## src/hw/rtl/sfd_pkg.sv

```systemverilog
// Shared types and constants for the sync-header frame deframer.
// No dependencies; imported by every module of the block.
package sfd_pkg;

    localparam int BYTE_W    = 8;
    localparam int CFG_IDX_W = 1;

    typedef logic [BYTE_W-1:0]    t_byte;
    typedef logic [CFG_IDX_W-1:0] t_cfg_idx;

    // Configuration register indexes
    localparam t_cfg_idx CFG_SYNC_FIRST  = 1'b0;
    localparam t_cfg_idx CFG_SYNC_SECOND = 1'b1;

    localparam t_byte SYNC_FIRST_RESET  = 8'hBB;
    localparam t_byte SYNC_SECOND_RESET = 8'h55;

    // Result kinds
    localparam logic KIND_PAYLOAD = 1'b0;
    localparam logic KIND_VERDICT = 1'b1;

    typedef struct packed {
        t_byte first;
        t_byte second;
    } t_sync_cfg;

    typedef struct packed {
        logic  kind;
        t_byte data_byte;
        t_byte byte_index;
        t_byte frame_id;
        t_byte frame_mode;
        t_byte frame_length;
        logic  frame_ok;
    } t_result;

endpackage

```

## src/hw/rtl/sfd_cfg_regs.sv

```systemverilog
// Sync byte configuration registers with a valid/ready write port.
// Depends on sfd_pkg.
module sfd_cfg_regs (
    input  logic              i_clk,
    input  logic              i_rst_n,
    input  logic              i_cfg_valid,
    output logic              o_cfg_ready,
    input  sfd_pkg::t_cfg_idx i_cfg_index,
    input  sfd_pkg::t_byte    i_cfg_data,
    output sfd_pkg::t_sync_cfg o_sync
);
    import sfd_pkg::*;

    t_sync_cfg r_sync;

    assign o_cfg_ready = 1'b1;
    assign o_sync      = r_sync;

    always_ff @(posedge i_clk) begin
        if (!i_rst_n) begin
            r_sync.first  <= SYNC_FIRST_RESET;
            r_sync.second <= SYNC_SECOND_RESET;
        end else if (i_cfg_valid && o_cfg_ready) begin
            case (i_cfg_index)
                CFG_SYNC_FIRST:  r_sync.first  <= i_cfg_data;
                CFG_SYNC_SECOND: r_sync.second <= i_cfg_data;
                default: ;
            endcase
        end
    end

endmodule

```

## src/hw/rtl/sfd_parser.sv

```systemverilog
// Frame parser: phase machine, Fletcher sums and the result register.
// Depends on sfd_pkg.
module sfd_parser (
    input  logic               i_clk,
    input  logic               i_rst_n,
    input  logic               i_byte_valid,
    input  sfd_pkg::t_byte     i_byte,
    input  sfd_pkg::t_sync_cfg i_sync,
    input  logic               i_stall,
    output logic               o_advance,
    output logic               o_valid,
    output sfd_pkg::t_result   o_result
);
    import sfd_pkg::*;

    typedef enum logic [2:0] {
        PH_SYNC1,
        PH_SYNC2,
        PH_LEN,
        PH_MODE,
        PH_ID,
        PH_PAYLOAD,
        PH_CHK1,
        PH_CHK2
    } t_phase;

    t_phase  r_phase, n_phase;
    t_byte   r_length, n_length;
    t_byte   r_mode, n_mode;
    t_byte   r_id, n_id;
    t_byte   r_count, n_count;
    t_byte   r_sum_a, n_sum_a;
    t_byte   r_sum_b, n_sum_b;
    t_byte   r_chk1, n_chk1;
    logic    r_valid;
    t_result r_result;

    logic    w_emit;
    t_result w_result;
    t_byte   w_acc_a;
    t_byte   w_count_inc;

    // The result register frees up when empty or taken this cycle
    assign o_advance = !r_valid || !i_stall;
    assign o_valid   = r_valid;
    assign o_result  = r_result;

    assign w_acc_a     = r_sum_a + i_byte;
    assign w_count_inc = r_count + 8'd1;

    always_comb begin
        n_phase  = r_phase;
        n_length = r_length;
        n_mode   = r_mode;
        n_id     = r_id;
        n_count  = r_count;
        n_sum_a  = r_sum_a;
        n_sum_b  = r_sum_b;
        n_chk1   = r_chk1;
        w_emit   = 1'b0;
        w_result = '{kind: KIND_PAYLOAD, data_byte: i_byte, byte_index: r_count,
                     frame_id: r_id, frame_mode: r_mode, frame_length: r_length,
                     frame_ok: 1'b0};
        case (r_phase)
            PH_SYNC1: begin
                if (i_byte == i_sync.first) n_phase = PH_SYNC2;
            end
            PH_SYNC2: begin
                n_phase = (i_byte == i_sync.second) ? PH_LEN : PH_SYNC1;
            end
            PH_LEN: begin
                n_length = i_byte;
                n_sum_a  = w_acc_a;
                n_sum_b  = r_sum_b + w_acc_a;
                n_phase  = PH_MODE;
            end
            PH_MODE: begin
                n_mode  = i_byte;
                n_sum_a = w_acc_a;
                n_sum_b = r_sum_b + w_acc_a;
                n_phase = PH_ID;
            end
            PH_ID: begin
                n_id    = i_byte;
                n_sum_a = w_acc_a;
                n_sum_b = r_sum_b + w_acc_a;
                // zero-length frame skips the payload
                n_phase = (r_length == '0) ? PH_CHK1 : PH_PAYLOAD;
            end
            PH_PAYLOAD: begin
                n_sum_a = w_acc_a;
                n_sum_b = r_sum_b + w_acc_a;
                w_emit  = 1'b1;
                n_count = w_count_inc;
                if (w_count_inc >= r_length) n_phase = PH_CHK1;
            end
            PH_CHK1: begin
                n_chk1  = i_byte;
                n_phase = PH_CHK2;
            end
            PH_CHK2: begin
                w_emit              = 1'b1;
                w_result.kind       = KIND_VERDICT;
                w_result.data_byte  = '0;
                w_result.byte_index = '0;
                w_result.frame_ok   = (r_chk1 == r_sum_a) && (i_byte == r_sum_b);
                n_count             = '0;
                n_sum_a             = '0;
                n_sum_b             = '0;
                n_phase             = PH_SYNC1;
            end
            default: begin
                n_phase = PH_SYNC1;
            end
        endcase
    end

    always_ff @(posedge i_clk) begin
        if (!i_rst_n) begin
            r_phase  <= PH_SYNC1;
            r_length <= '0;
            r_mode   <= '0;
            r_id     <= '0;
            r_count  <= '0;
            r_sum_a  <= '0;
            r_sum_b  <= '0;
            r_chk1   <= '0;
            r_valid  <= 1'b0;
        end else if (o_advance) begin
            r_valid <= i_byte_valid && w_emit;
            if (i_byte_valid) begin
                r_phase  <= n_phase;
                r_length <= n_length;
                r_mode   <= n_mode;
                r_id     <= n_id;
                r_count  <= n_count;
                r_sum_a  <= n_sum_a;
                r_sum_b  <= n_sum_b;
                r_chk1   <= n_chk1;
                if (w_emit) r_result <= w_result;
            end
        end
    end

endmodule

```

## src/hw/rtl/sync_frame_deframer_fletcher8.sv

```systemverilog
// Top level of the sync-header frame deframer with Fletcher-8 check.
// Depends on sfd_pkg, sfd_cfg_regs and sfd_parser.
//
//   channel   signals                                    direction
//   input     i_valid, o_stall, i_rx_byte                 in
//   output    o_valid, i_stall, o_kind .. o_frame_ok      out
//   config    i_cfg_valid, o_cfg_ready, i_cfg_index,      in
//             i_cfg_data
//
// One byte per cycle while the output does not stall; each byte is held in the input
// register and any result it yields is then written into the result register.
// The phase machine and the two 8-bit sums update once per byte.
// Reset is synchronous: the block hunts for the first sync byte afterwards.
// Output stall holds the result register and backs up through the input
// register; a waiting byte holds there whether or not it yields a result.
module sync_frame_deframer_fletcher8 (
    input  logic              i_clk,
    input  logic              i_rst_n,
    input  logic              i_valid,
    output logic              o_stall,
    input  sfd_pkg::t_byte    i_rx_byte,
    output logic              o_valid,
    input  logic              i_stall,
    output logic              o_kind,
    output sfd_pkg::t_byte    o_data_byte,
    output sfd_pkg::t_byte    o_byte_index,
    output sfd_pkg::t_byte    o_frame_id,
    output sfd_pkg::t_byte    o_frame_mode,
    output sfd_pkg::t_byte    o_frame_length,
    output logic              o_frame_ok,
    input  logic              i_cfg_valid,
    output logic              o_cfg_ready,
    input  sfd_pkg::t_cfg_idx i_cfg_index,
    input  sfd_pkg::t_byte    i_cfg_data
);
    import sfd_pkg::*;

    t_sync_cfg w_sync;
    t_result   w_result;
    logic      w_advance;
    logic      r_in_valid;
    t_byte     r_in_byte;

    sfd_cfg_regs u_cfg (
        .i_clk       (i_clk),
        .i_rst_n     (i_rst_n),
        .i_cfg_valid (i_cfg_valid),
        .o_cfg_ready (o_cfg_ready),
        .i_cfg_index (i_cfg_index),
        .i_cfg_data  (i_cfg_data),
        .o_sync      (w_sync)
    );

    sfd_parser u_parser (
        .i_clk        (i_clk),
        .i_rst_n      (i_rst_n),
        .i_byte_valid (r_in_valid),
        .i_byte       (r_in_byte),
        .i_sync       (w_sync),
        .i_stall      (i_stall),
        .o_advance    (w_advance),
        .o_valid      (o_valid),
        .o_result     (w_result)
    );

    // Hold the input register while its byte cannot move on
    assign o_stall = r_in_valid && !w_advance;

    always_ff @(posedge i_clk) begin
        if (!i_rst_n) begin
            r_in_valid <= 1'b0;
        end else if (!o_stall) begin
            r_in_valid <= i_valid;
            if (i_valid) r_in_byte <= i_rx_byte;
        end
    end

    assign o_kind         = w_result.kind;
    assign o_data_byte    = w_result.data_byte;
    assign o_byte_index   = w_result.byte_index;
    assign o_frame_id     = w_result.frame_id;
    assign o_frame_mode   = w_result.frame_mode;
    assign o_frame_length = w_result.frame_length;
    assign o_frame_ok     = w_result.frame_ok;

endmodule

```

## config.mk

```make
export PLATFORM = sky130hd
export DESIGN_NAME = sync_frame_deframer_fletcher8
export DESIGN_NICKNAME = d
export VERILOG_FILES = /design/src/hw/rtl/sfd_pkg.sv /design/src/hw/rtl/sfd_cfg_regs.sv /design/src/hw/rtl/sfd_parser.sv /design/src/hw/rtl/sync_frame_deframer_fletcher8.sv
export SDC_FILE = /design/constraint.sdc
export NUM_CORES = 1
export LEC_CHECK = 0
export BUFFER_PORTS_ARGS = -buffer_cell sky130_fd_sc_hd__buf_4
export CORE_ASPECT_RATIO = 1.4
export CORE_MARGIN = 10
export CORE_UTILIZATION = 52
export CTS_BUF_LIST = sky130_fd_sc_hd__clkbuf_2 sky130_fd_sc_hd__clkbuf_4 sky130_fd_sc_hd__clkbuf_8
export CTS_CLUSTER_DIAMETER = 200
export DETAILED_ROUTE_END_ITERATION = 8
export GPL_ROUTABILITY_DRIVEN = 0
export PLACE_DENSITY = 0.79
export SLEW_MARGIN = 15
export SYNTH_ARGS = -nofsm -noshare
export SYNTH_HDL_FRONTEND = slang
export SYNTH_SLANG_ARGS = --single-unit
```

## constraint.sdc

```tcl
create_clock -name i_clk -period 8.6 [get_ports i_clk]
set_input_delay 1.72 -clock i_clk [delete_from_list [all_inputs] [get_ports i_clk]]
set_output_delay 1.72 -clock i_clk [all_outputs]
set_load 0.01 [all_outputs]
```

==> results_dict.tcl, run 1 <==
set metrics [dict create \
    wire_per_inst_microns 16.3 \
    start_kind "input pin" \
    hold_end "u_parser.o_result[19]$_DFFE_PP_" \
    outcome "complete, no violations" \
    ff2ff_setup_slack_ns 4.98 \
    synth_edf_count 50 \
    cap_violations 0 \
    crit_fanout 3 \
    synthArstFlopShare_pct 0 \
    ys_warn_count 0 \
    rsz0062_at_grt "no" \
    grt_pass1_vias 4161 \
    drt-met1-wl_mm 4.99 \
    synth.area.mux_share_pct 5.45 \
    layout_common_cells "dfxtp_1 (77), buf_4 (67), nand2_1 (57)" \
    first_iter_violations 236 \
    fp.coreArea_sq_um 11000 \
    viasPerCell 5.40 \
    dr_wl_met2_mm 6.51 \
    slew-limit-headroom_pct 34.9 \
    synth_cells 552 \
    final_antenna_net_count 0 \
    slowest_stage "and3_1" \
    p_leak_nw 2.72 \
    clk_path_buf_depth 2 \
    numPortBuffers 65 \
    clk_pin_slew_worst_paths_ns 0.08 \
    hold_path_class "flop to flop" \
    r2r_start "r_in_byte[0]$_DFFE_PP_" \
    r2r-end "u_parser.r_sum_b[7]$_SDFFE_PN0P_" \
    fin_nets 655 \
    via_count 4115 \
    post-route-period-util_pct 45.6 \
    crit_path_frequent_cell "buf_4" \
    min_path_cells 0 \
    worstMarginPinSlew_ns 0.974 \
    fp-row-count 45 \
    cts_hold_buf 0 \
    drv_slew 0 \
    grt_util_all_layers_pct 16.0 \
    power.density_nw_per_um2 188 \
    synth_fa_ha_area_share_pct 5.58 \
    crit_required_ns 6.88 \
    numCtsBuffers 17 \
    tns_ns 0 \
    synth_nets 599 \
    ir_drop_v 0.000141 \
    dieArea_sq_um 16000 \
    initial_core_util_pct 53.5 \
    syn_to_final_growth_pct 17.4 \
    io_pins 67 \
    grt_pass1_wl_mm 20.2 \
    wl_met3_microns 693 \
    postSynthAreaPerCell_sq_um 10.6 \
    die_h_microns 146 \
    final_cell_area_sq_um 6900 \
    cts.htree.levels 4 \
    synth-xor-area-share_pct 7.16 \
    grt_max_degree 83 \
    highest_layer "met4" \
    yosys.area_share.simple_pct 18.8 \
    routed_wl_mm 12.4 \
    fin_cells 762 \
    post-route-min-period_ns 3.92 \
    final-hold-violation-count 0 \
    synthFlopType "dfxtp_1" \
    antenna_found_initial 0 \
    max_stage_delay_ns 0.21 \
    ys_ff_latch 127 \
    synth_compound_area_share_pct 8.22 \
    dp_cells 730 \
    postCtsSetupBuffers 0 \
    path_class "input pin to output port" \
    final_common_cell "dfxtp_1" \
    overflow 0 \
    cts_root_buf "clkbuf_8" \
    drive_gt1_share_pct 16.7 \
    finalPower_mw 1.30 \
    timing.fmax_mhz 255 \
    yosysUniqueCellTypes 48 \
    antenna_cells 0 \
    end_kind "output port" \
    ctsResizeCount 0 \
    place_area_sq_um 6430 \
    drt_pass1_iterations 5 \
    setup-violations-final 0 \
    cts_tree "built" \
    clk_latency_ns 0.45 \
    synth_top_family_by_area "simple AND/OR/NAND/NOR gates" \
    reg2reg_depth 12 \
    synth-seq-area-share_pct 51.8 \
    worstHoldStart "u_parser.r_id[2]$_SDFFE_PN0P_" \
    dp_hpwl_mm 8.70 \
    cts.sink_count 127 \
    arrival_ns 2.20 \
    die_width_microns 110 \
    crit_chain "buf_4 > and3_1 > buf_4" \
    n_fill_cell 890 \
    syn_area_sq_um 5880 \
    skew_ns 0.0120 \
    route.detailed.drc 0 \
]
[Yosys cell counts (2+ instances only)]
library cell / n / area share, %
nand2_1: 57 / 3.6
nand4_1: 3 / 0.32
buf_2: 11 / 0.94
mux2i_1: 32 / 5.5
a22oi_1: 7 / 0.89
a21boi_0: 8 / 1.0
dfxtp_1: 77 / 26
nand2b_1: 3 / 0.32
nand4b_1: 2 / 0.30
nand3_1: 17 / 1.4
o211ai_1: 2 / 0.26
xor2_1: 37 / 5.5
a21oi_1: 12 / 1.0
a32o_1: 3 / 0.51
inv_1: 12 / 0.77
a211oi_1: 4 / 0.51
xnor2_1: 11 / 1.6
ha_1: 23 / 4.9
a21o_1: 3 / 0.38
and2_1: 24 / 2.6
and3_1: 6 / 0.64
a2111oi_0: 3 / 0.45
o21a_1: 3 / 0.38
fa_1: 2 / 0.68
edfxtp_1: 50 / 26
nor2b_1: 53 / 5.6
nor3_1: 9 / 0.77
nor2_1: 10 / 0.64
o21ai_0: 19 / 1.6
nor3b_1: 5 / 0.64
or3_1: 2 / 0.21
clkbuf_1: 17 / 1.1
nor4_1: 10 / 1.1
[registers in the layout, indices dropped and copies added, names as in the netlist]
register           cells
u_parser.o_valid       1
u_parser.r_mode        8
u_parser.o_result     42
u_parser.r_phase       3
u_parser.r_count       8
u_parser.r_id          8
u_parser.r_sum_a       8
u_parser.r_chk1        8
u_cfg.o_sync          16
r_in_byte              8
u_parser.r_length      8
u_parser.r_sum_b       8
r_in_valid             1
[logic make-up (layout without fill, tap and decap cells)]
family,count (synthesis),count (layout)
AOI/OAI and AO/OA,72,72
xor gates and xnor gates,48,48
adders and majority gates,25,25
buffers and inverters,42,111
DFF,127,127
muxes,32,32
other,1,1
and+or+nand+nor,205,205
[through the flow]
step	utilization, %	worst slack (ns)	hold WS, ns
2_1_floorplan	-	4.93	0.408
3_3_place_gp	58.5	4.70	0.416
3_5_place_dp	58.5	4.69	0.419
4_1_cts	62.8	4.68	0.435
5_1_grt	62.8	4.66	0.453
6_report	62.8	4.68	0.435
[layout make-up]
type	count	area [sq um]	area share, %
timing repair buffer	67	503	7.29
clock buffer	18	248	3.59
clock inverter	14	226	3.28
inverter	12	45.0	0.653
tap	141	176	2.56
sequential	127	3040	44.1
multi-input combinational	383	2660	38.5
[metal layers]
layer  vias to the layer above  track usage [%]
met1                      1954             17.4
li1                       2039                -
met5                         -                0
met4                         0             7.11
met3                        28             5.40
met2                        94             27.0
[worst max-delay path by stage]
stage	start	to	slack (ns)	cells past startpoint
after floorplan	i_rst_n	u_parser.o_result[0]$_SDFFCE_PN0P_	4.93	3
after global placement	i_stall	o_stall	4.70	3
after detailed placement	i_stall	o_stall	4.69	3
after CTS	i_stall	o_stall	4.68	3
after global routing	i_stall	o_stall	4.66	3
final	i_stall	o_stall	4.68	3
[power by group]
part           internal, mW  switching (mW)
clock                 0.357           0.244
combinational        0.0256          0.0260
sequential            0.629          0.0147
[worst max-delay path, delay by kind of cell]
kind | cells | cell delay [ns]
buffers and inverters | 2 | 0.27
AND/OR/NAND/NOR | 1 | 0.21
Power figures use the tool's default switching activity.
==> inputs of run 2 (changes only) <==
--- a/config.mk
+++ b/config.mk
@@ -13,7 +13,7 @@
 export CTS_CLUSTER_DIAMETER = 200
 export DETAILED_ROUTE_END_ITERATION = 8
 export GPL_ROUTABILITY_DRIVEN = 0
-export PLACE_DENSITY = 0.79
+export PLACE_DENSITY = 0.82
 export SLEW_MARGIN = 15
 export SYNTH_ARGS = -nofsm -noshare
 export SYNTH_HDL_FRONTEND = slang
==> constraint.sdc (replaced) <==
create_clock -name i_clk -period 3.46 [get_ports i_clk]
set_input_delay 0.692 -clock i_clk [delete_from_list [all_inputs] [get_ports i_clk]]
set_output_delay 0.692 -clock i_clk [all_outputs]
set_load 0.01 [all_outputs]
==> run 2 against run 1 <==
  * Clock power is 120% higher
  * Register-to-register slack worse by 4.8 ns
  * Flip-flop and latch count stayed put
  * Global-route usage is 0.53 points higher
  * Sequential power is 150% higher
  * Critical path depth is 9 higher
  * Routed wire length is 2.9% higher
  * Sequential share of layout area is 0.13 points lower
  * Utilization is 0.18 points higher
  * First-iteration DRC count is 20% lower
  * Combinational power grew to 3.1 times the previous value
  * Non-clock buffer count is 11 higher
==> results_dict.tcl, run 2 (synthesis gave the netlist of run 1 again) <==
set metrics [dict create \
    outcome "complete, no violations" \
    viasPerCell 5.43 \
    clk_latency_ns 0.45 \
    final_antenna_net_count 0 \
    final-hold-violation-count 0 \
    worstMarginPinSlew_ns 0.753 \
    power.switching_mw 0.689 \
    timing.fmax_mhz 306 \
    routed_wl_mm 12.8 \
    rsz0062_at_grt "no" \
    final_common_cell "buf_4" \
    crit_fanout 2 \
    layout_common_cells "buf_4 (78), dfxtp_1 (77), nand2_1 (57)" \
    power.density_nw_per_um2 441 \
    setup_slack_ns 0.196 \
    drive_gt1_share_pct 18.0 \
    wire_per_inst_microns 16.5 \
    cp-startpoint "r_in_byte[0]$_DFFE_PP_" \
    p_leak_nw 2.75 \
    drv_slew 0 \
    route.detailed.drc 0 \
    post-place-ws_ns 0.229 \
    max_stage_delay_ns 0.51 \
    fin_util_pct 63.0 \
    pwr-share-comb_pct 5.3 \
    grt_max_degree 44 \
    cts_root_buf "clkbuf_8" \
    first_iter_violations 189 \
    crit_required_ns 3.84 \
    clock_power_share_pct 43.0 \
    grt_pass1_vias 4349 \
    die_h_microns 146 \
    tns_ns 0 \
    die_width_microns 110 \
    start_kind "flop" \
    crit_family "compound AO/OA/AOI/OAI gates" \
    post-route-period-util_pct 94.3 \
    cts_hold_buf 0 \
    cts_tree "built" \
    dieArea_sq_um 16000 \
    numPortBuffers 65 \
    ir_drop_v 0.000247 \
    place_area_sq_um 6510 \
    setup-violations-final 0 \
    io_pins 67 \
    overflow 0 \
    intPower_mw 2.36 \
    fp.coreArea_sq_um 11000 \
    via_count 4196 \
    antenna_found_initial 0 \
    crit_buf_inv 0 \
    ctsResizeCount 0 \
    end_kind "flop" \
    clk_path_buf_depth 2 \
    grt_pass1_wl_mm 20.9 \
    cts.sink_count 127 \
    swShare_pct 22.6 \
    crit_chain "ha_1 > fa_1 > a21o_1 > a21oi_1 > o21ai_0 > xor2_1 > ha_1 > or4_1 > o22ai_1 > o21ai_0 > and2_4 > o211ai_2" \
    clk_pin_slew_worst_paths_ns 0.07 \
    dp_hpwl_mm 9.35 \
    cts.htree.levels 4 \
    syn_to_final_growth_pct 17.8 \
    drt_pass1_iterations 4 \
    antenna_cells 0 \
    r2r_start "r_in_byte[0]$_DFFE_PP_" \
    path_class "flop to flop" \
    n_fill_cell 902 \
    numCtsBuffers 17 \
    post-route-min-period_ns 3.26 \
    fp-row-count 45 \
    postCtsSetupBuffers 0 \
    slew-limit-headroom_pct 49.6 \
    fin_nets 666 \
    arrival_ns 3.64 \
    skew_ns 0.0110 \
    final_cell_area_sq_um 6920 \
    worstHoldStart "i_rx_byte[7]" \
    slowest_stage "or4_1" \
    initial_core_util_pct 53.5 \
    hold_path_class "input pin to flop" \
    cap_violations 0 \
    largest_register_ffs 42 \
    grt_util_all_layers_pct 16.5 \
    pwr-share-seq_pct 51.7 \
]
==> run 2: cell types whose count changed in the layout (fill, tap and decap cells not counted) <==
cell and change:
inv_6 -2, clkinv_4 -1, clkinv_1 +1, clkinv_2 +4
buf_4 +11, bufinv_16 -2
==> run 2: path summary, 6_finish.rpt <==
check | depth (start not counted) | endpoint | slack (ns)
worst max register to register | 12 | u_parser.r_sum_b[7]$_SDFFE_PN0P_ | 0.20
worst min register to register | 0 | u_parser.o_result[15]$_DFFE_PP_ | 0.43
worst max-delay path | 12 | u_parser.r_sum_b[7]$_SDFFE_PN0P_ | 0.20
worst min-delay path | 1 | r_in_byte[7]$_DFFE_PP_ | 0.42
==> run 2: stage by stage <==
step                hold WS (ns)  power (mW)  cells
finish                     0.424        3.05    773
global route               0.404        3.16    773
CTS                        0.405        3.08    773
detailed placement         0.415        1.77    741
global placement           0.412        1.77    741
floorplan                  0.408        1.71    552
==> run 2: routing by layer <==
layer,vias up,track usage [%],part of all wire (%)
li1,2063,-,-
met1,1984,17.8,38
met2,114,27.7,52
met3,35,4.56,6.0
met4,0,9.79,3.9
met5,-,0,0
==> run 2: cell type report <==
cell class | count | area, sq um | area share [%]
clock buffer | 18 | 248 | 3.58
tap | 141 | 176 | 2.55
timing repair buffer | 78 | 586 | 8.46
clock inverter | 14 | 164 | 2.37
inverter | 12 | 45.0 | 0.651
sequential | 127 | 3040 | 44.0
multi-input combinational | 383 | 2660 | 38.4
==> run 2: power groups by stage <==
| stage | combinational [mW] | clock [mW] | sequential (mW) |
|---|---|---|---|
| 6_report | 0.160 | 1.31 | 1.58 |
| 5_1_grt | 0.178 | 1.40 | 1.58 |
| 4_1_cts | 0.161 | 1.34 | 1.58 |
| 3_5_place_dp | 0.159 | 0 | 1.61 |
| 3_3_place_gp | 0.154 | 0 | 1.61 |
| 2_1_floorplan | 0.107 | 0 | 1.61 |
==> inputs of run 3 (changes only) <==
--- a/config.mk
+++ b/config.mk
@@ -5,6 +5,7 @@
 export SDC_FILE = /design/constraint.sdc
 export NUM_CORES = 1
 export LEC_CHECK = 0
+export ABC_AREA = 1
 export BUFFER_PORTS_ARGS = -buffer_cell sky130_fd_sc_hd__buf_4
 export CORE_ASPECT_RATIO = 1.4
 export CORE_MARGIN = 10
==> run 3 against run 2 <==
  * Synthesized cell count up 16%
  * Sequential power about the same
  * Hold slack worse by 0.0064 ns
  * Sequential share of layout area up 1.3 points
  * Combinational power down 24%
  * Die area down 2.5%
  * Worst setup slack better by 0.34 ns
==> results_dict.tcl, run 3 <==
set metrics [dict create \
    clk_path_buf_depth 2 \
    clk_pin_slew_worst_paths_ns 0.08 \
    ctsResizeCount 0 \
    slew-limit-headroom_pct 43.3 \
    final-hold-violation-count 0 \
    fp.coreArea_sq_um 10800 \
    wire_per_inst_microns 15.0 \
    yosysMostFrequentCell "nand2_1" \
    multi_input_area_sq_um 2270 \
    place_area_sq_um 6290 \
    highest_layer "met4" \
    cap_violations 0 \
    dieArea_sq_um 15600 \
    synth-seq-area-share_pct 53.4 \
    synth_cells 639 \
    drive_gt1_share_pct 16.1 \
    crit_buf_inv 1 \
    grt_max_degree 54 \
    power.density_nw_per_um2 457 \
    ys_ff_latch 127 \
    cts.htree.levels 4 \
    final_common_cell "nand2_1" \
    postSynthAreaPerCell_sq_um 8.92 \
    overflow 0 \
    rsz0062_at_grt "no" \
    crit_path_frequent_cell "nand2_1" \
    fp-row-count 45 \
    first_iter_violations 435 \
    synthArstFlopShare_pct 0 \
    final_antenna_net_count 0 \
    swShare_pct 22.2 \
    drt_pass1_iterations 5 \
    clk_latency_ns 0.44 \
    pwr-share-seq_pct 51.6 \
    drt-met1-wl_mm 5.05 \
    post-route-period-util_pct 84.6 \
    power.switching_mw 0.684 \
    synth_area_leaders "dfxtp_1 (27%), edfxtp_1 (26%), nand2_1 (8.6%)" \
    worstMarginPinSlew_ns 0.847 \
    ir_drop_v 0.000325 \
    viasPerCell 5.41 \
    arrival_ns 3.30 \
    tns_ns 0 \
    die_h_microns 144 \
    cts_root_buf "clkbuf_8" \
    die_width_microns 109 \
    slowest_stage "fa_1" \
    yosysTopAreaCell "dfxtp_1" \
    cts_tree "built" \
    drv_slew 0 \
    yosys-top-cells-count "nand2_1 (131), dfxtp_1 (77), inv_1 (71)" \
    synth_top_area_share_pct 27.0 \
    intPower_mw 2.39 \
    synthFlopType "dfxtp_1" \
    dp_hpwl_mm 9.35 \
    post-place-ws_ns 0.587 \
    antenna_cells 0 \
    grt_util_all_layers_pct 17.1 \
    numPortBuffers 65 \
    crit_family "adder cells" \
    setup_slack_ns 0.534 \
    yosysUniqueCellTypes 35 \
    antenna_found_initial 0 \
    register_area_sq_um 3040 \
    largest_register_ffs 42 \
    n_fill_cell 911 \
    holdWs_ns 0.418 \
    outcome "complete, no violations" \
    timing.fmax_mhz 342 \
    ff2ff_setup_slack_ns 0.53 \
    skew_ns 0.0114 \
    crit_required_ns 3.84 \
    synth_nets 686 \
    setup-violations-final 0 \
    finalPower_mw 3.08 \
    hold_path_class "input pin to flop" \
    max_stage_delay_ns 0.57 \
    start_kind "flop" \
    synth_edf_count 50 \
    final_cell_area_sq_um 6730 \
    clock_power_share_pct 44.5 \
    post-route-min-period_ns 2.93 \
    ys_warn_count 0 \
    cts_hold_buf 0 \
    postCtsSetupBuffers 0 \
    route.detailed.drc 0 \
    initial_core_util_pct 52.7 \
    grt_pass1_wl_mm 21.1 \
    end_kind "flop" \
    wl_met3_microns 944 \
    via_count 4654 \
    fin_nets 754 \
    grt_pass1_vias 4512 \
    dr_wl_met2_mm 6.45 \
    layout_common_cells "nand2_1 (131), dfxtp_1 (77), inv_1 (71)" \
    crit_chain "ha_1 > fa_1 > inv_1 > fa_1 > o21ai_0 > nand2_1 > nand2_1 > nand2_1 > nand2_1 > nor2_1 > nor2_1 > nand2_1 > a21oi_1" \
    path_class "flop to flop" \
    syn_area_sq_um 5700 \
    numCtsBuffers 17 \
    p_leak_nw 2.88 \
    crit_fanout 10 \
    io_pins 67 \
    pwr-share-comb_pct 4.0 \
    syn_to_final_growth_pct 18.0 \
    routed_wl_mm 12.9 \
    cts.sink_count 127 \
]
-- run 3: cell types whose count changed in the layout (fill, tap and decap cells not counted), sizes merged, moves of 10 or more --
cell,before,now
and2,25,0
nand2,57,134
inv,14,78
xnor2,11,23
a21oi,12,64
nand3,17,29
xor2,37,11
nor2b,53,0
buf,78,68
nor2,11,43
o21ai,19,47
mux2i,32,0
-- run 3: per-layer routing --
metal	track usage [%]	up-vias
met5	0	-
met3	5.42	43
met4	9.39	0
li1	-	2258
met2	29.2	201
met1	18.2	2152
-- run 3: worst paths after layout --
| path | from | to | cells after the start |
|---|---|---|---|
| hold reg to reg | u_parser.r_id[7]$_SDFFE_PN0P_ | u_parser.o_result[24]$_DFFE_PP_ | 0 |
| setup reg to reg | r_in_byte[0]$_DFFE_PP_ | u_parser.r_sum_b[6]$_SDFFE_PN0P_ | 13 |
| setup / recovery | r_in_byte[0]$_DFFE_PP_ | u_parser.r_sum_b[6]$_SDFFE_PN0P_ | 13 |
| hold / removal | i_rx_byte[4] | r_in_byte[4]$_DFFE_PP_ | 1 |
-- run 3: power groups by stage --
stage	registers, mW	logic [mW]	clock network [mW]
after floorplan	1.61	0.0857	0
after global placement	1.62	0.117	0
after detailed placement	1.62	0.121	0
after CTS	1.59	0.122	1.39
after global routing	1.59	0.138	1.46
final	1.59	0.122	1.37
-- run 3: kinds of logic (layout without fill, tap and decap cells) --
logic type	after synthesis	after routing	share of synthesized area, %
fa+ha+maj	25	25	5.75
xor+xnor	34	34	5.22
buf+inv	96	177	6.89
other cells	1	1	0.0658
flops	127	127	53.4
compound gates	126	126	11.8
simple gates	230	230	16.9
-- run 3: stage by stage --
stage | util, % | instances
floorplan | - | 639
finish | 62.2 | 861
global placement | 58.2 | 829
CTS | 62.2 | 861
global route | 62.2 | 861
detailed placement | 58.2 | 829
-- run 3: final cells by class --
type	instances	area share, %
repair buffers	68	7.59
well taps	141	2.62
flip-flops and latches	127	45.2
multi-input cells	416	33.8
clock buffers	21	4.11
clock inverters	11	2.33
inverters	77	4.30
